===== src/hw/rtl/mrmt_pkg.sv =====
package mrmt_pkg;

    localparam int FLOW_WIDTH_DEF = 40;
    localparam int FRAC_WIDTH_DEF = 16;
    localparam int COEF_WIDTH     = 16;
    localparam int COEF_SHIFT     = 14;
    localparam int CFG_IDX_WIDTH  = 2;
    localparam int NUM_COEF       = 3;
    localparam int NUM_PARTS      = 4;
    localparam int PART_IDX_WIDTH = 2;

    // register indexes
    localparam logic [CFG_IDX_WIDTH-1:0] CFG_COEF_CUR_IN  = 2'd0;
    localparam logic [CFG_IDX_WIDTH-1:0] CFG_COEF_PREV_IN = 2'd1;
    localparam logic [CFG_IDX_WIDTH-1:0] CFG_COEF_PREV_OUT = 2'd2;

    // part index of the tracer flag, the one with the one-half fallback
    localparam logic [PART_IDX_WIDTH-1:0] PART_FLAG = 2'd3;

    typedef enum logic [3:0] {
        S_IDLE,
        S_INFLOW,
        S_CMUL,
        S_CACC,
        S_OUTF,
        S_FM_RO,
        S_FA_RO,
        S_FM_ST,
        S_FA_ST,
        S_DINIT,
        S_DIV,
        S_PM,
        S_PA,
        S_FIN
    } t_state;

    typedef enum logic [3:0] {
        OP_NONE,
        OP_LOAD,
        OP_INFLOW,
        OP_MUL,
        OP_ACC_COEF,
        OP_OUTF,
        OP_NUM_RO,
        OP_NUM_ST,
        OP_DINIT,
        OP_DIV,
        OP_PART,
        OP_FIN
    } t_op;

    typedef enum logic [2:0] {
        MS_C0,
        MS_C1,
        MS_C2,
        MS_RO,
        MS_ST,
        MS_MIX
    } t_msel;

    typedef struct packed {
        t_op                       op;
        t_msel                     sel;
        logic [PART_IDX_WIDTH-1:0] part;
        logic                      flag;
    } t_cmd;

    typedef struct packed {
        logic div_needed;
    } t_status;

endpackage


===== src/hw/rtl/mrmt_in_if.sv =====
interface mrmt_in_if #(
    parameter int FLOW_WIDTH = mrmt_pkg::FLOW_WIDTH_DEF,
    parameter int FRAC_WIDTH = mrmt_pkg::FRAC_WIDTH_DEF
);
    logic                         valid;
    logic                         ready;
    logic signed [FLOW_WIDTH-1:0] upstream_flow;
    logic signed [FLOW_WIDTH-1:0] runoff_flow;
    logic        [FRAC_WIDTH-1:0] runoff_frac_storm;
    logic        [FRAC_WIDTH-1:0] runoff_frac_surface;
    logic        [FRAC_WIDTH-1:0] runoff_frac_ground;
    logic        [FRAC_WIDTH-1:0] runoff_frac_flag;
    logic signed [FLOW_WIDTH-1:0] upstream_storm;
    logic signed [FLOW_WIDTH-1:0] upstream_surface;
    logic signed [FLOW_WIDTH-1:0] upstream_ground;
    logic signed [FLOW_WIDTH-1:0] upstream_flag;

    modport source (
        output valid, upstream_flow, runoff_flow, runoff_frac_storm, runoff_frac_surface,
               runoff_frac_ground, runoff_frac_flag, upstream_storm, upstream_surface,
               upstream_ground, upstream_flag,
        input  ready
    );
    modport sink (
        input  valid, upstream_flow, runoff_flow, runoff_frac_storm, runoff_frac_surface,
               runoff_frac_ground, runoff_frac_flag, upstream_storm, upstream_surface,
               upstream_ground, upstream_flag,
        output ready
    );
endinterface


===== src/hw/rtl/mrmt_out_if.sv =====
interface mrmt_out_if #(
    parameter int FLOW_WIDTH = mrmt_pkg::FLOW_WIDTH_DEF,
    parameter int FRAC_WIDTH = mrmt_pkg::FRAC_WIDTH_DEF
);
    logic                         valid;
    logic                         ready;
    logic signed [FLOW_WIDTH-1:0] outflow;
    logic signed [FLOW_WIDTH-1:0] storage_change;
    logic        [FLOW_WIDTH-2:0] storage_level;
    logic signed [FLOW_WIDTH-1:0] out_storm;
    logic signed [FLOW_WIDTH-1:0] out_surface;
    logic signed [FLOW_WIDTH-1:0] out_ground;
    logic signed [FLOW_WIDTH-1:0] out_flag;
    logic        [FRAC_WIDTH-1:0] mix_storm;
    logic        [FRAC_WIDTH-1:0] mix_surface;
    logic        [FRAC_WIDTH-1:0] mix_ground;
    logic        [FRAC_WIDTH-1:0] mix_flag;

    modport source (
        output valid, outflow, storage_change, storage_level, out_storm, out_surface,
               out_ground, out_flag, mix_storm, mix_surface, mix_ground, mix_flag,
        input  ready
    );
    modport sink (
        input  valid, outflow, storage_change, storage_level, out_storm, out_surface,
               out_ground, out_flag, mix_storm, mix_surface, mix_ground, mix_flag,
        output ready
    );
endinterface


===== src/hw/rtl/mrmt_ctrl.sv =====
module mrmt_ctrl #(
    parameter int FRAC_WIDTH = mrmt_pkg::FRAC_WIDTH_DEF
) (
    input  logic              i_clk,
    input  logic              i_rst_n,
    input  logic              i_in_valid,
    output logic              o_in_ready,
    output logic              o_out_valid,
    input  logic              i_out_ready,
    output mrmt_pkg::t_cmd    o_cmd,
    input  mrmt_pkg::t_status i_status
);
    import mrmt_pkg::*;

    localparam int CW = $clog2(FRAC_WIDTH);

    t_state                    r_state, n_state;
    logic [CW-1:0]             r_cnt, n_cnt;
    logic [PART_IDX_WIDTH-1:0] r_part, n_part;
    logic                      r_out_valid, n_out_valid;

    always_ff @(posedge i_clk) begin
        if (!i_rst_n) begin
            r_state     <= S_IDLE;
            r_cnt       <= '0;
            r_part      <= '0;
            r_out_valid <= 1'b0;
        end else begin
            r_state     <= n_state;
            r_cnt       <= n_cnt;
            r_part      <= n_part;
            r_out_valid <= n_out_valid;
        end
    end

    always_comb begin
        n_state     = r_state;
        n_cnt       = r_cnt;
        n_part      = r_part;
        n_out_valid = r_out_valid && !i_out_ready;
        o_in_ready  = 1'b0;
        o_cmd.op    = OP_NONE;
        o_cmd.sel   = MS_C0;
        o_cmd.part  = r_part;
        o_cmd.flag  = 1'b0;
        case (r_state)
            S_IDLE: begin
                o_in_ready = 1'b1;
                if (i_in_valid) begin
                    o_cmd.op = OP_LOAD;
                    n_state  = S_INFLOW;
                end
            end
            S_INFLOW: begin
                o_cmd.op = OP_INFLOW;
                n_cnt    = '0;
                n_state  = S_CMUL;
            end
            S_CMUL: begin
                o_cmd.op = OP_MUL;
                case (r_cnt)
                    CW'(0):  o_cmd.sel = MS_C0;
                    CW'(1):  o_cmd.sel = MS_C1;
                    default: o_cmd.sel = MS_C2;
                endcase
                n_state = S_CACC;
            end
            S_CACC: begin
                o_cmd.op   = OP_ACC_COEF;
                o_cmd.flag = (r_cnt == '0);
                if (r_cnt == CW'(NUM_COEF - 1)) begin
                    n_state = S_OUTF;
                end else begin
                    n_cnt   = r_cnt + 1'b1;
                    n_state = S_CMUL;
                end
            end
            S_OUTF: begin
                o_cmd.op = OP_OUTF;
                n_part   = '0;
                n_state  = S_FM_RO;
            end
            S_FM_RO: begin
                o_cmd.op  = OP_MUL;
                o_cmd.sel = MS_RO;
                n_state   = S_FA_RO;
            end
            S_FA_RO: begin
                o_cmd.op = OP_NUM_RO;
                n_state  = S_FM_ST;
            end
            S_FM_ST: begin
                o_cmd.op  = OP_MUL;
                o_cmd.sel = MS_ST;
                n_state   = S_FA_ST;
            end
            S_FA_ST: begin
                o_cmd.op = OP_NUM_ST;
                n_state  = S_DINIT;
            end
            S_DINIT: begin
                o_cmd.op = OP_DINIT;
                if (i_status.div_needed) begin
                    n_cnt   = '0;
                    n_state = S_DIV;
                end else begin
                    n_state = S_PM;
                end
            end
            S_DIV: begin
                o_cmd.op   = OP_DIV;
                o_cmd.flag = (r_cnt == CW'(FRAC_WIDTH - 1));
                if (r_cnt == CW'(FRAC_WIDTH - 1)) begin
                    n_state = S_PM;
                end else begin
                    n_cnt = r_cnt + 1'b1;
                end
            end
            S_PM: begin
                o_cmd.op  = OP_MUL;
                o_cmd.sel = MS_MIX;
                n_state   = S_PA;
            end
            S_PA: begin
                o_cmd.op = OP_PART;
                if (r_part == PART_IDX_WIDTH'(NUM_PARTS - 1)) begin
                    n_state = S_FIN;
                end else begin
                    n_part  = r_part + 1'b1;
                    n_state = S_FM_RO;
                end
            end
            S_FIN: begin
                if (!r_out_valid || i_out_ready) begin
                    o_cmd.op    = OP_FIN;
                    n_out_valid = 1'b1;
                    n_state     = S_IDLE;
                end
            end
            default: begin
                n_state = S_IDLE;
            end
        endcase
    end

    assign o_out_valid = r_out_valid;

    a_accept_starts: assert property (@(posedge i_clk) disable iff (!i_rst_n)
        (i_in_valid && o_in_ready) |=> (r_state == S_INFLOW))
        else $error("accepted transaction did not start routing");

    a_div_count: assert property (@(posedge i_clk) disable iff (!i_rst_n)
        (r_state == S_DIV) |-> (r_cnt <= CW'(FRAC_WIDTH - 1)))
        else $error("division step count out of range");

    a_fin_delivers: assert property (@(posedge i_clk) disable iff (!i_rst_n)
        (r_state == S_FIN && (!r_out_valid || i_out_ready))
        |=> (r_out_valid && r_state == S_IDLE))
        else $error("finished result not posted");

    a_part_order: assert property (@(posedge i_clk) disable iff (!i_rst_n)
        (r_state == S_FIN) |-> (r_part == PART_IDX_WIDTH'(NUM_PARTS - 1)))
        else $error("result finished before all parts");

endmodule


===== src/hw/rtl/mrmt_dp.sv =====
module mrmt_dp #(
    parameter int FLOW_WIDTH = mrmt_pkg::FLOW_WIDTH_DEF,
    parameter int FRAC_WIDTH = mrmt_pkg::FRAC_WIDTH_DEF
) (
    input  logic                                  i_clk,
    input  logic                                  i_rst_n,
    input  logic                                  i_cfg_we,
    input  logic [mrmt_pkg::CFG_IDX_WIDTH-1:0]    i_cfg_idx,
    input  logic [mrmt_pkg::COEF_WIDTH-1:0]       i_cfg_data,
    input  mrmt_pkg::t_cmd                        i_cmd,
    output mrmt_pkg::t_status                     o_status,
    input  logic signed [FLOW_WIDTH-1:0]          i_upstream_flow,
    input  logic signed [FLOW_WIDTH-1:0]          i_runoff_flow,
    input  logic        [FRAC_WIDTH-1:0]          i_runoff_frac_storm,
    input  logic        [FRAC_WIDTH-1:0]          i_runoff_frac_surface,
    input  logic        [FRAC_WIDTH-1:0]          i_runoff_frac_ground,
    input  logic        [FRAC_WIDTH-1:0]          i_runoff_frac_flag,
    input  logic signed [FLOW_WIDTH-1:0]          i_upstream_storm,
    input  logic signed [FLOW_WIDTH-1:0]          i_upstream_surface,
    input  logic signed [FLOW_WIDTH-1:0]          i_upstream_ground,
    input  logic signed [FLOW_WIDTH-1:0]          i_upstream_flag,
    output logic signed [FLOW_WIDTH-1:0]          o_outflow,
    output logic signed [FLOW_WIDTH-1:0]          o_storage_change,
    output logic        [FLOW_WIDTH-2:0]          o_storage_level,
    output logic signed [FLOW_WIDTH-1:0]          o_out_storm,
    output logic signed [FLOW_WIDTH-1:0]          o_out_surface,
    output logic signed [FLOW_WIDTH-1:0]          o_out_ground,
    output logic signed [FLOW_WIDTH-1:0]          o_out_flag,
    output logic        [FRAC_WIDTH-1:0]          o_mix_storm,
    output logic        [FRAC_WIDTH-1:0]          o_mix_surface,
    output logic        [FRAC_WIDTH-1:0]          o_mix_ground,
    output logic        [FRAC_WIDTH-1:0]          o_mix_flag
);
    import mrmt_pkg::*;

    localparam int W    = FLOW_WIDTH;
    localparam int F    = FRAC_WIDTH;
    localparam int SW   = W - 1;
    localparam int AW   = W + 1;
    localparam int BW   = (COEF_WIDTH > F + 1) ? COEF_WIDTH : F + 1;
    localparam int PW   = AW + BW;
    localparam int ACCW = PW + 2;
    localparam int NW   = W + 2;
    localparam int TW   = W + 1;

    localparam logic signed [W-1:0]    FLOW_MAX  = {1'b0, {(W-1){1'b1}}};
    localparam logic signed [W-1:0]    FLOW_MIN  = {1'b1, {(W-1){1'b0}}};
    localparam logic signed [ACCW-1:0] ACC_HI    = ACCW'(FLOW_MAX);
    localparam logic signed [ACCW-1:0] ACC_LO    = ACCW'(FLOW_MIN);
    localparam logic        [SW-1:0]   STORE_MAX = '1;
    localparam logic        [F-1:0]    FRAC_MAX  = '1;
    localparam logic        [F-1:0]    FRAC_THIRD = F'((33'd1 << F) / 3);
    localparam logic        [F-1:0]    FRAC_HALF = {1'b1, {(F-1){1'b0}}};
    localparam logic signed [COEF_WIDTH-1:0] COEF_ONE = COEF_WIDTH'(1 << COEF_SHIFT);

    // configuration
    logic signed [COEF_WIDTH-1:0] r_c0, r_c1, r_c2;

    // reach state
    logic signed [W-1:0] r_last_in, r_last_out;
    logic        [SW-1:0] r_storage;
    logic        [F-1:0]  r_sfrac [NUM_PARTS];

    // captured transaction
    logic signed [W-1:0] r_up, r_ro;
    logic        [F-1:0] r_rfrac [NUM_PARTS];
    logic signed [W-1:0] r_upart [NUM_PARTS];

    // working registers
    logic signed [W-1:0]    r_inflow, r_outflow, r_chg;
    logic signed [TW-1:0]   r_total;
    logic signed [PW-1:0]   r_prod;
    logic signed [ACCW-1:0] r_acc;
    logic        [SW-1:0]   r_store_new;
    logic signed [NW-1:0]   r_num;
    logic        [TW-1:0]   r_rem;
    logic        [F-1:0]    r_quo;
    logic        [F-1:0]    r_mix  [NUM_PARTS];
    logic signed [W-1:0]    r_part [NUM_PARTS];

    // result registers
    logic signed [W-1:0] r_o_outflow, r_o_chg;
    logic        [SW-1:0] r_o_store;
    logic signed [W-1:0] r_o_part [NUM_PARTS];
    logic        [F-1:0] r_o_mix  [NUM_PARTS];

    logic signed [W:0]      sum_in;
    logic signed [W-1:0]    inflow_c;
    logic signed [TW-1:0]   total_c;
    logic signed [AW-1:0]   a_op;
    logic signed [BW-1:0]   b_op;
    logic signed [PW-1:0]   prod_c;
    logic signed [PW-1:0]   prod_sh;
    logic signed [ACCW-1:0] acc_sh;
    logic signed [W-1:0]    outf_sat, outflow_c;
    logic signed [W:0]      chg_w;
    logic signed [W-1:0]    chg_c;
    logic signed [W+1:0]    store_w;
    logic        [SW-1:0]   store_c;
    logic signed [NW-1:0]   total_n;
    logic        [TW:0]     rem2, tot_u;
    logic                   div_bit;
    logic        [TW-1:0]   rem_next;
    logic        [F-1:0]    fallback;

    always_comb begin
        sum_in   = AW'(r_up) + AW'(r_ro);
        if (sum_in[W] != sum_in[W-1]) begin
            inflow_c = sum_in[W] ? FLOW_MIN : FLOW_MAX;
        end else begin
            inflow_c = sum_in[W-1:0];
        end
        total_c = TW'(inflow_c) + $signed({2'b00, r_storage});
    end

    // shared multiplier, operand select
    always_comb begin
        a_op = AW'(r_inflow);
        b_op = BW'(r_c0);
        case (i_cmd.sel)
            MS_C0: begin
                a_op = AW'(r_inflow);
                b_op = BW'(r_c0);
            end
            MS_C1: begin
                a_op = AW'(r_last_in);
                b_op = BW'(r_c1);
            end
            MS_C2: begin
                a_op = AW'(r_last_out);
                b_op = BW'(r_c2);
            end
            MS_RO: begin
                a_op = AW'(r_ro);
                b_op = $signed(BW'(r_rfrac[i_cmd.part]));
            end
            MS_ST: begin
                a_op = $signed(AW'(r_storage));
                b_op = $signed(BW'(r_sfrac[i_cmd.part]));
            end
            MS_MIX: begin
                a_op = AW'(r_outflow);
                b_op = $signed(BW'(r_mix[i_cmd.part]));
            end
            default: begin
                a_op = AW'(r_inflow);
                b_op = BW'(r_c0);
            end
        endcase
        prod_c  = a_op * b_op;
        prod_sh = r_prod >>> F;
    end

    // outflow, storage change and new storage
    always_comb begin
        acc_sh = r_acc >>> COEF_SHIFT;
        if (acc_sh > ACC_HI) begin
            outf_sat = FLOW_MAX;
        end else if (acc_sh < ACC_LO) begin
            outf_sat = FLOW_MIN;
        end else begin
            outf_sat = acc_sh[W-1:0];
        end
        outflow_c = outf_sat[W-1] ? r_inflow : outf_sat;
        chg_w     = AW'(r_inflow) - AW'(outflow_c);
        if (chg_w[W] != chg_w[W-1]) begin
            chg_c = chg_w[W] ? FLOW_MIN : FLOW_MAX;
        end else begin
            chg_c = chg_w[W-1:0];
        end
        store_w = (W+2)'(chg_w) + $signed({3'b000, r_storage});
        if (store_w[W+1]) begin
            store_c = '0;
        end else if (store_w > $signed({3'b000, STORE_MAX})) begin
            store_c = STORE_MAX;
        end else begin
            store_c = store_w[SW-1:0];
        end
    end

    // division step and fraction checks
    always_comb begin
        total_n  = NW'(r_total);
        tot_u    = {1'b0, r_total};
        rem2     = {r_rem, 1'b0};
        div_bit  = (rem2 >= tot_u);
        rem_next = div_bit ? TW'(rem2 - tot_u) : TW'(rem2);
        fallback = (i_cmd.part == PART_FLAG) ? FRAC_HALF : FRAC_THIRD;
        o_status.div_needed = (r_total > 0) && (r_num > 0) && (r_num < total_n);
    end

    always_ff @(posedge i_clk) begin
        if (!i_rst_n) begin
            r_c0 <= COEF_ONE;
            r_c1 <= '0;
            r_c2 <= '0;
        end else if (i_cfg_we) begin
            case (i_cfg_idx)
                CFG_COEF_CUR_IN:   r_c0 <= i_cfg_data;
                CFG_COEF_PREV_IN:  r_c1 <= i_cfg_data;
                CFG_COEF_PREV_OUT: r_c2 <= i_cfg_data;
                default: begin
                end
            endcase
        end
    end

    always_ff @(posedge i_clk) begin
        if (!i_rst_n) begin
            r_last_in  <= '0;
            r_last_out <= '0;
            r_storage  <= '0;
            for (int i = 0; i < NUM_PARTS; i++) begin
                r_sfrac[i] <= '0;
            end
        end else if (i_cmd.op == OP_FIN) begin
            r_last_in  <= r_inflow;
            r_last_out <= r_outflow;
            r_storage  <= r_store_new;
            for (int i = 0; i < NUM_PARTS; i++) begin
                r_sfrac[i] <= r_mix[i];
            end
        end
    end

    always_ff @(posedge i_clk) begin
        case (i_cmd.op)
            OP_LOAD: begin
                r_up       <= i_upstream_flow;
                r_ro       <= i_runoff_flow;
                r_rfrac[0] <= i_runoff_frac_storm;
                r_rfrac[1] <= i_runoff_frac_surface;
                r_rfrac[2] <= i_runoff_frac_ground;
                r_rfrac[3] <= i_runoff_frac_flag;
                r_upart[0] <= i_upstream_storm;
                r_upart[1] <= i_upstream_surface;
                r_upart[2] <= i_upstream_ground;
                r_upart[3] <= i_upstream_flag;
            end
            OP_INFLOW: begin
                r_inflow <= inflow_c;
                r_total  <= total_c;
            end
            OP_MUL: begin
                r_prod <= prod_c;
            end
            OP_ACC_COEF: begin
                r_acc <= i_cmd.flag ? ACCW'(r_prod) : r_acc + ACCW'(r_prod);
            end
            OP_OUTF: begin
                r_outflow   <= outflow_c;
                r_chg       <= chg_c;
                r_store_new <= store_c;
            end
            OP_NUM_RO: begin
                r_num <= NW'(prod_sh) + NW'(r_upart[i_cmd.part]);
            end
            OP_NUM_ST: begin
                r_num <= r_num + NW'(prod_sh);
            end
            OP_DINIT: begin
                r_quo <= '0;
                r_rem <= TW'(r_num);
                if (r_total <= 0) begin
                    r_mix[i_cmd.part] <= fallback;
                end else if (r_num <= 0) begin
                    r_mix[i_cmd.part] <= '0;
                end else if (r_num >= total_n) begin
                    r_mix[i_cmd.part] <= FRAC_MAX;
                end
            end
            OP_DIV: begin
                r_rem <= rem_next;
                r_quo <= {r_quo[F-2:0], div_bit};
                if (i_cmd.flag) begin
                    r_mix[i_cmd.part] <= {r_quo[F-2:0], div_bit};
                end
            end
            OP_PART: begin
                r_part[i_cmd.part] <= prod_sh[W-1:0];
            end
            OP_FIN: begin
                r_o_outflow <= r_outflow;
                r_o_chg     <= r_chg;
                r_o_store   <= r_store_new;
                for (int i = 0; i < NUM_PARTS; i++) begin
                    r_o_part[i] <= r_part[i];
                    r_o_mix[i]  <= r_mix[i];
                end
            end
            default: begin
            end
        endcase
    end

    assign o_outflow        = r_o_outflow;
    assign o_storage_change = r_o_chg;
    assign o_storage_level  = r_o_store;
    assign o_out_storm      = r_o_part[0];
    assign o_out_surface    = r_o_part[1];
    assign o_out_ground     = r_o_part[2];
    assign o_out_flag       = r_o_part[3];
    assign o_mix_storm      = r_o_mix[0];
    assign o_mix_surface    = r_o_mix[1];
    assign o_mix_ground     = r_o_mix[2];
    assign o_mix_flag       = r_o_mix[3];

    a_rem_below_total: assert property (@(posedge i_clk) disable iff (!i_rst_n)
        (i_cmd.op == OP_DIV) |-> (tot_u > {1'b0, r_rem}))
        else $error("division remainder not below divisor");

    a_outflow_nonneg: assert property (@(posedge i_clk) disable iff (!i_rst_n)
        (i_cmd.op == OP_OUTF) |=> (!r_outflow[W-1] || r_outflow == r_inflow))
        else $error("negative outflow not replaced by inflow");

    a_state_commit: assert property (@(posedge i_clk) disable iff (!i_rst_n)
        (i_cmd.op == OP_FIN) |=> (r_storage == r_o_store && r_last_out == r_o_outflow))
        else $error("reach state and result disagree");

endmodule


===== src/hw/rtl/muskingum_routing_with_mix_tracking_top.sv =====
// each step runs its parts in turn through the shared multiplier; up to all four fraction
// divisions run on the bit-serial divider, one quotient bit per cycle
// a new transaction is taken only after the previous one has finished its step,
// and may be taken while the previous result still waits in the output register
// reset (synchronous, active low) clears reach state and fractions to zero, loads
// coefficients c0 = 1.0, c1 = c2 = 0, and empties the output register
module muskingum_routing_with_mix_tracking_top #(
    parameter int FLOW_WIDTH = mrmt_pkg::FLOW_WIDTH_DEF,
    parameter int FRAC_WIDTH = mrmt_pkg::FRAC_WIDTH_DEF
) (
    input  logic                               i_clk,
    input  logic                               i_rst_n,
    input  logic                               i_cfg_we,
    input  logic [mrmt_pkg::CFG_IDX_WIDTH-1:0] i_cfg_idx,
    input  logic [mrmt_pkg::COEF_WIDTH-1:0]    i_cfg_data,
    mrmt_in_if.sink                            i_in,
    mrmt_out_if.source                         o_out
);
    import mrmt_pkg::*;

    // command and status between sequencer and datapath
    t_cmd    cmd;
    t_status status;

    // sequencer: handshake, step order, division bit count
    mrmt_ctrl #(
        .FRAC_WIDTH (FRAC_WIDTH)
    ) u_ctrl (
        .i_clk       (i_clk),
        .i_rst_n     (i_rst_n),
        .i_in_valid  (i_in.valid),
        .o_in_ready  (i_in.ready),
        .o_out_valid (o_out.valid),
        .i_out_ready (o_out.ready),
        .o_cmd       (cmd),
        .i_status    (status)
    );

    // datapath: coefficients, reach state, shared multiplier, restoring divider
    mrmt_dp #(
        .FLOW_WIDTH (FLOW_WIDTH),
        .FRAC_WIDTH (FRAC_WIDTH)
    ) u_dp (
        .i_clk                 (i_clk),
        .i_rst_n               (i_rst_n),
        .i_cfg_we              (i_cfg_we),
        .i_cfg_idx             (i_cfg_idx),
        .i_cfg_data            (i_cfg_data),
        .i_cmd                 (cmd),
        .o_status              (status),
        .i_upstream_flow       (i_in.upstream_flow),
        .i_runoff_flow         (i_in.runoff_flow),
        .i_runoff_frac_storm   (i_in.runoff_frac_storm),
        .i_runoff_frac_surface (i_in.runoff_frac_surface),
        .i_runoff_frac_ground  (i_in.runoff_frac_ground),
        .i_runoff_frac_flag    (i_in.runoff_frac_flag),
        .i_upstream_storm      (i_in.upstream_storm),
        .i_upstream_surface    (i_in.upstream_surface),
        .i_upstream_ground     (i_in.upstream_ground),
        .i_upstream_flag       (i_in.upstream_flag),
        .o_outflow             (o_out.outflow),
        .o_storage_change      (o_out.storage_change),
        .o_storage_level       (o_out.storage_level),
        .o_out_storm           (o_out.out_storm),
        .o_out_surface         (o_out.out_surface),
        .o_out_ground          (o_out.out_ground),
        .o_out_flag            (o_out.out_flag),
        .o_mix_storm           (o_out.mix_storm),
        .o_mix_surface         (o_out.mix_surface),
        .o_mix_ground          (o_out.mix_ground),
        .o_mix_flag            (o_out.mix_flag)
    );

endmodule

===== src/flat_wrapper.sv =====
// flat-port wrapper written by rule: the top's interface ports become plain ports
module muskingum_routing_with_mix_tracking_top_flat import mrmt_pkg::*;
#(
    parameter int FLOW_WIDTH = mrmt_pkg::FLOW_WIDTH_DEF,
    parameter int FRAC_WIDTH = mrmt_pkg::FRAC_WIDTH_DEF
)
  (i_clk, i_rst_n, i_cfg_we, i_cfg_idx, i_cfg_data, i_in_valid, i_in_upstream_flow, i_in_runoff_flow, i_in_runoff_frac_storm, i_in_runoff_frac_surface, i_in_runoff_frac_ground, i_in_runoff_frac_flag, i_in_upstream_storm, i_in_upstream_surface, i_in_upstream_ground, i_in_upstream_flag, i_in_ready, o_out_valid, o_out_outflow, o_out_storage_change, o_out_storage_level, o_out_out_storm, o_out_out_surface, o_out_out_ground, o_out_out_flag, o_out_mix_storm, o_out_mix_surface, o_out_mix_ground, o_out_mix_flag, o_out_ready);
  mrmt_in_if #(.FLOW_WIDTH(FLOW_WIDTH), .FRAC_WIDTH(FRAC_WIDTH)) i_in_i ();
  mrmt_out_if #(.FLOW_WIDTH(FLOW_WIDTH), .FRAC_WIDTH(FRAC_WIDTH)) o_out_i ();
  input  logic i_clk;
  input  logic i_rst_n;
  input  logic i_cfg_we;
  input  logic [mrmt_pkg::CFG_IDX_WIDTH-1:0] i_cfg_idx;
  input  logic [mrmt_pkg::COEF_WIDTH-1:0] i_cfg_data;
  input wire logic [$bits(i_in_i.valid)-1:0] i_in_valid;
  input wire logic [$bits(i_in_i.upstream_flow)-1:0] i_in_upstream_flow;
  input wire logic [$bits(i_in_i.runoff_flow)-1:0] i_in_runoff_flow;
  input wire logic [$bits(i_in_i.runoff_frac_storm)-1:0] i_in_runoff_frac_storm;
  input wire logic [$bits(i_in_i.runoff_frac_surface)-1:0] i_in_runoff_frac_surface;
  input wire logic [$bits(i_in_i.runoff_frac_ground)-1:0] i_in_runoff_frac_ground;
  input wire logic [$bits(i_in_i.runoff_frac_flag)-1:0] i_in_runoff_frac_flag;
  input wire logic [$bits(i_in_i.upstream_storm)-1:0] i_in_upstream_storm;
  input wire logic [$bits(i_in_i.upstream_surface)-1:0] i_in_upstream_surface;
  input wire logic [$bits(i_in_i.upstream_ground)-1:0] i_in_upstream_ground;
  input wire logic [$bits(i_in_i.upstream_flag)-1:0] i_in_upstream_flag;
  output wire logic [$bits(i_in_i.ready)-1:0] i_in_ready;
  output wire logic [$bits(o_out_i.valid)-1:0] o_out_valid;
  output wire logic [$bits(o_out_i.outflow)-1:0] o_out_outflow;
  output wire logic [$bits(o_out_i.storage_change)-1:0] o_out_storage_change;
  output wire logic [$bits(o_out_i.storage_level)-1:0] o_out_storage_level;
  output wire logic [$bits(o_out_i.out_storm)-1:0] o_out_out_storm;
  output wire logic [$bits(o_out_i.out_surface)-1:0] o_out_out_surface;
  output wire logic [$bits(o_out_i.out_ground)-1:0] o_out_out_ground;
  output wire logic [$bits(o_out_i.out_flag)-1:0] o_out_out_flag;
  output wire logic [$bits(o_out_i.mix_storm)-1:0] o_out_mix_storm;
  output wire logic [$bits(o_out_i.mix_surface)-1:0] o_out_mix_surface;
  output wire logic [$bits(o_out_i.mix_ground)-1:0] o_out_mix_ground;
  output wire logic [$bits(o_out_i.mix_flag)-1:0] o_out_mix_flag;
  input wire logic [$bits(o_out_i.ready)-1:0] o_out_ready;
  assign i_in_i.valid = i_in_valid;
  assign i_in_i.upstream_flow = i_in_upstream_flow;
  assign i_in_i.runoff_flow = i_in_runoff_flow;
  assign i_in_i.runoff_frac_storm = i_in_runoff_frac_storm;
  assign i_in_i.runoff_frac_surface = i_in_runoff_frac_surface;
  assign i_in_i.runoff_frac_ground = i_in_runoff_frac_ground;
  assign i_in_i.runoff_frac_flag = i_in_runoff_frac_flag;
  assign i_in_i.upstream_storm = i_in_upstream_storm;
  assign i_in_i.upstream_surface = i_in_upstream_surface;
  assign i_in_i.upstream_ground = i_in_upstream_ground;
  assign i_in_i.upstream_flag = i_in_upstream_flag;
  assign i_in_ready = i_in_i.ready;
  assign o_out_valid = o_out_i.valid;
  assign o_out_outflow = o_out_i.outflow;
  assign o_out_storage_change = o_out_i.storage_change;
  assign o_out_storage_level = o_out_i.storage_level;
  assign o_out_out_storm = o_out_i.out_storm;
  assign o_out_out_surface = o_out_i.out_surface;
  assign o_out_out_ground = o_out_i.out_ground;
  assign o_out_out_flag = o_out_i.out_flag;
  assign o_out_mix_storm = o_out_i.mix_storm;
  assign o_out_mix_surface = o_out_i.mix_surface;
  assign o_out_mix_ground = o_out_i.mix_ground;
  assign o_out_mix_flag = o_out_i.mix_flag;
  assign o_out_i.ready = o_out_ready;
  muskingum_routing_with_mix_tracking_top #(.FLOW_WIDTH(FLOW_WIDTH), .FRAC_WIDTH(FRAC_WIDTH)) u_core (.i_clk(i_clk), .i_rst_n(i_rst_n), .i_cfg_we(i_cfg_we), .i_cfg_idx(i_cfg_idx), .i_cfg_data(i_cfg_data), .i_in(i_in_i), .o_out(o_out_i));
endmodule

===== config.mk =====
export PLATFORM = sky130hd
export DESIGN_NAME = muskingum_routing_with_mix_tracking_top_flat
export DESIGN_NICKNAME = d
export VERILOG_FILES = /design/src/hw/rtl/mrmt_pkg.sv /design/src/hw/rtl/mrmt_in_if.sv /design/src/hw/rtl/mrmt_out_if.sv /design/src/hw/rtl/mrmt_ctrl.sv /design/src/hw/rtl/mrmt_dp.sv /design/src/hw/rtl/muskingum_routing_with_mix_tracking_top.sv /design/src/flat_wrapper.sv
export SDC_FILE = /design/constraint.sdc
export NUM_CORES = 2
export LEC_CHECK = 0
export BUFFER_PORTS_ARGS = -buffer_cell sky130_fd_sc_hd__buf_2
export CAP_MARGIN = 20
export CORE_ASPECT_RATIO = 1.1
export CORE_UTILIZATION = 40
export CTS_CLUSTER_DIAMETER = 120
export DETAILED_ROUTE_END_ITERATION = 10
export GPL_TIMING_DRIVEN = 0
export SYNTH_ARGS = -nofsm -noshare
export SYNTH_HDL_FRONTEND = slang
export SYNTH_SLANG_ARGS = --single-unit

===== constraint.sdc =====
create_clock -name i_clk -period 34.8 [get_ports i_clk]
set_clock_uncertainty 0.1 [all_clocks]
set_input_delay 5.22 -clock i_clk [delete_from_list [all_inputs] [get_ports i_clk]]
set_output_delay 5.22 -clock i_clk [all_outputs]
set_load 0.03 [all_outputs]

==> impl_results.md <==
* Leak at 44.8 nW
* EDFF count, synth at 1351
* Setup Slack @ Placement at between 20 and 25 ns
* Total negative slack at 0 ns
* Die H at just over 500 um
* # nets final at roughly 11000
* Vias in the first global route at a little over 70000
* Yosys top cell area share at 42.7%
* Rows at between 150 and 200
* Fmax at just under 80 MHz
* Clk sinks at approximately 1500
* Count of final setup violators at 0
* Post-route clock period utilization at 36.6%
* Root buf cell: clkbuf_16
* Hold endpoint: u_core.u_dp.o_storage_change[23]
* Max Slew Vio Count at 0
* DRC viols at 0
* PwrDens at 60.1 nW/um2
* CTS tree: done
* Total GRT Usage at between 20% and 30%
* First-pass iteration count of the detailed router at 8
* Finished Layout Cells at 12500
* WS Path Type: reg -> reg
* Via density per instance at around 5.6
* Pin count of the biggest net entering global routing at 75
* Register area at 44200 um2
* Synth Cell Area at around 95000 um2
* Hold Fails Final Rpt at 0
* Fill count at 21700
* WL per Instance at between 20 and 30 um
* Worst path max stage delay at about 0.95 ns
* Ys Warns at 0
* Worst-Skew Late Latency at around 0.9 ns
* I/O pins at 672
* Ys flop type: edfxtp_1
* Cts-stage hold buffer count at 0
* FF+latch count, synth at roughly 1500
* Post_cts resized at 0
* Die Wd at ~470 um
* Ratio of cells with drive above 1 in the final layout at a little over an eighth
* Worst Path Required at 35.29 ns
* Total Power at 6.56 mW
* Setup slack, reg-to-reg at around 22 ns
* Post-Synthesis Cells at between 8000 and 9000
* Hpwl dp at ~280000 um
* WL final at around 350000 um
* Placed cells at roughly 12000
* Reg2reg start: u_core.u_ctrl.r_state[0]
* Yosys top cell by area: edfxtp_1
* Syn Area/Cell at between 10 and 15 um2
* H-tree levels at 4
* Initial core utilization at between 40% and 50%
* Hold path start: u_core.u_dp.r_chg[23]
* Syn nets at a little under 10000
* Worst flop-to-flop path endpoint: u_core.u_dp.r_prod[45]
* Final min period at about 13 ns
* Total setup buffers inserted after CTS at 0
* Top cells by area, synth: edfxtp_1 43%, fa_1 14%, ha_1 6.3%
* Final Cell Area at approximately 110000 um2
* Critical Path Fanout Max at 10
* First-pass GRT wire length at 489000 um
* Fin worst setup slack at ~22 ns
* Min-Delay Path Depth at 0
* Max_slew headroom at 2.62%
* Outcome: complete, no violations
* Clock buffer depth at 3
* Post-route ant nets at 0
* Core Region at roughly 240000 um2
* Clk slew on worst S/H paths at 0.06 ns
* Startpoint types: register
* Max_cap viols at 0
* Die area at approximately 240000 um2
* Worst IR Drop VDD at about 0.055 mV
* R2R cell count at 32
* Worst min path class: reg -> reg
* Initial drt markers at about 6800
* Arrival time worst endpoint at around 13 ns
* Worst-Margin Slew at about 1.5 ns
* Inserted Clock Buffers at 168
* Unrepaired setup endpoints after global routing: no
* Critical-path top delay cell: a2111oi_0
* Area growth syn-to-layout at 14.9%
* Post-synthesis cell type count at 95
* Placed Area at between 100000 and 150000 um2
* Critical path capture point type: register
* # port buffers at 670
* Initial antenna violation count at 50
* Detailed-route via count at 70500
* Asr flop ratio synth at 0%
* Sequential cell area fraction in the yosys report at ~47%
* Global placer's final weighted congestion at around 1.0
* Most used cell, CP: fa_1
* Area of the multi-input gates at 46300 um2
* Congestion Overflow GR at 0
## worst max-delay path, delay by kind of cell, from the launching register on
kind / cells / cell delay, ns
and+or+nand+nor: 5 / 1.15
xor gates and xnor gates: 1 / 0.38
adders and majority gates: 7 / 3.48
buffers and inverters: 10 / 3.56
AOI/OAI and AO/OA: 9 / 3.43
DFF: 1 / 0.30
## synth_stat cells, types with 57 or more instances
| cell type | instances |
|---|---|
| nand2_1 | 1065 |
| a21boi_0 | 188 |
| nor2b_1 | 60 |
| a31oi_1 | 86 |
| a21oi_1 | 377 |
| fa_1 | 653 |
| xor2_1 | 132 |
| clkbuf_1 | 294 |
| ha_1 | 478 |
| nor2_1 | 594 |
| a22oi_1 | 59 |
| o21ai_0 | 316 |
| nand2b_1 | 104 |
| a21o_1 | 230 |
| and3_1 | 104 |
| a31o_2 | 65 |
| nand4_1 | 59 |
| o21a_1 | 57 |
| nand3_1 | 94 |
| edfxtp_1 | 1351 |
| mux4_2 | 86 |
| dfxtp_1 | 180 |
| inv_1 | 887 |
| xnor2_1 | 194 |
## final cells by class
type | count | share of cell area (%)
well taps | 3118 | 3.58
inverters | 889 | 3.06
multi-input cells | 5607 | 42.5
repair buffers | 743 | 4.08
clock buffers | 206 | 4.07
diodes | 8 | 0.0183
plain buffers | 335 | 1.19
flip-flops and latches | 1531 | 40.5
clock inverters | 103 | 1.06
## routing by layer
| metal | track usage (%) | share of wire [%] |
|---|---|---|
| met1 | 35.7 | 39 |
| met2 | 44.9 | 45 |
| met3 | 6.66 | 9.3 |
| met4 | 16.4 | 6.7 |
| met5 | 0 | 0.078 |
## cells by family (layout without fill, tap and decap cells)
family / Yosys count / after routing / share of synthesized area, %
multiplexers: 177 / 177 / 3.08
other: 0 / 8 / 0
flip-flops: 1531 / 1531 / 46.5
AND/OR/NAND/NOR: 2300 / 2300 / 10.7
adder cells (fa/ha/maj): 1132 / 1132 / 20.1
XOR/XNOR: 326 / 326 / 3.01
buffers and inverters: 1224 / 2276 / 4.87
AO/OA/AOI/OAI: 1672 / 1672 / 11.8
## stage by stage
step | util [%] | hold WS (ns)
final | 46.2 | 0.293
after global routing | 46.2 | 0.309
after CTS | 46.2 | 0.300
after detailed placement | 43.8 | 0.305
after global placement | 43.3 | 0.301
after floorplan | - | 0.300
## worst max path at each step
| stage | from | end | slack, ns | depth (start not counted) |
|---|---|---|---|---|
| 6_report | u_core.u_ctrl.r_state[0] | u_core.u_dp.r_prod[45] | 22.06 | 32 |
| 5_1_grt | u_core.u_ctrl.r_state[0] | u_core.u_dp.r_prod[45] | 21.88 | 32 |
| 4_1_cts | u_core.u_ctrl.r_state[0] | u_core.u_dp.r_prod[45] | 22.60 | 32 |
| 3_5_place_dp | u_core.u_ctrl.r_state[0] | u_core.u_dp.r_prod[45] | 22.66 | 32 |
| 3_3_place_gp | o_out_ready | u_core.u_dp.r_sfrac[3][12] | 12.48 | 6 |
| 2_1_floorplan | o_out_ready | u_core.u_dp.r_sfrac[3][10] | 18.66 | 5 |
## state kept, by name, indices dropped and copies added (netlist names), 40 cells and up, named ones only
| register | flops |
|---|---|
| u_core.u_dp.r_o_part | 160 |
| u_core.u_dp.r_part | 160 |
| u_core.u_dp.r_upart | 160 |
| u_core.u_dp.r_mix | 64 |
| u_core.u_dp.r_o_mix | 64 |
| u_core.u_dp.r_rfrac | 64 |
| u_core.u_dp.r_sfrac | 64 |
| u_core.u_dp.r_acc | 60 |
| u_core.u_dp.r_prod | 58 |
| u_core.u_dp.r_num | 42 |
| u_core.u_dp.r_rem | 41 |
| u_core.u_dp.r_total | 41 |
| u_core.u_dp.o_outflow | 40 |
| u_core.u_dp.o_storage_change | 40 |
| u_core.u_dp.r_chg | 40 |
| u_core.u_dp.r_inflow | 40 |
| u_core.u_dp.r_last_in | 40 |
| u_core.u_dp.r_last_out | 40 |
| u_core.u_dp.r_outflow | 40 |
| u_core.u_dp.r_ro | 40 |
| u_core.u_dp.r_up | 40 |
## report_power, final
group	switching, mW	internal, mW	total [mW]	leakage [nW]
Combinational	1.52	0.846	2.37	28.2
Clock	0.811	1.00	1.81	2.69
Sequential	0.177	2.20	2.37	13.9
Total	2.51	4.04	6.56	44.8
## cells in the final DEF (no fill, tap or decap), drive strengths merged, types with 33 or more instances in the layout
cell	n
a21boi	191
nand4	59
a31o	65
nor4	33
a22oi	59
a21oi	378
clkbuf	500
o21bai	44
mux2	56
nand2b	104
xnor2	194
nand3	94
nor2	595
clkinv	73
o21ai	321
fa	653
nor2b	60
xor2	132
mux2i	35
inv	900
and2	50
dfxtp	180
mux4	86
nor3	52
ha	478
nand2	1065
a31oi	86
edfxtp	1351
buf	783
and3	104
a222oi	55
a21o	230
o21a	57
Note: power is estimated with default switching activity, not from simulation.
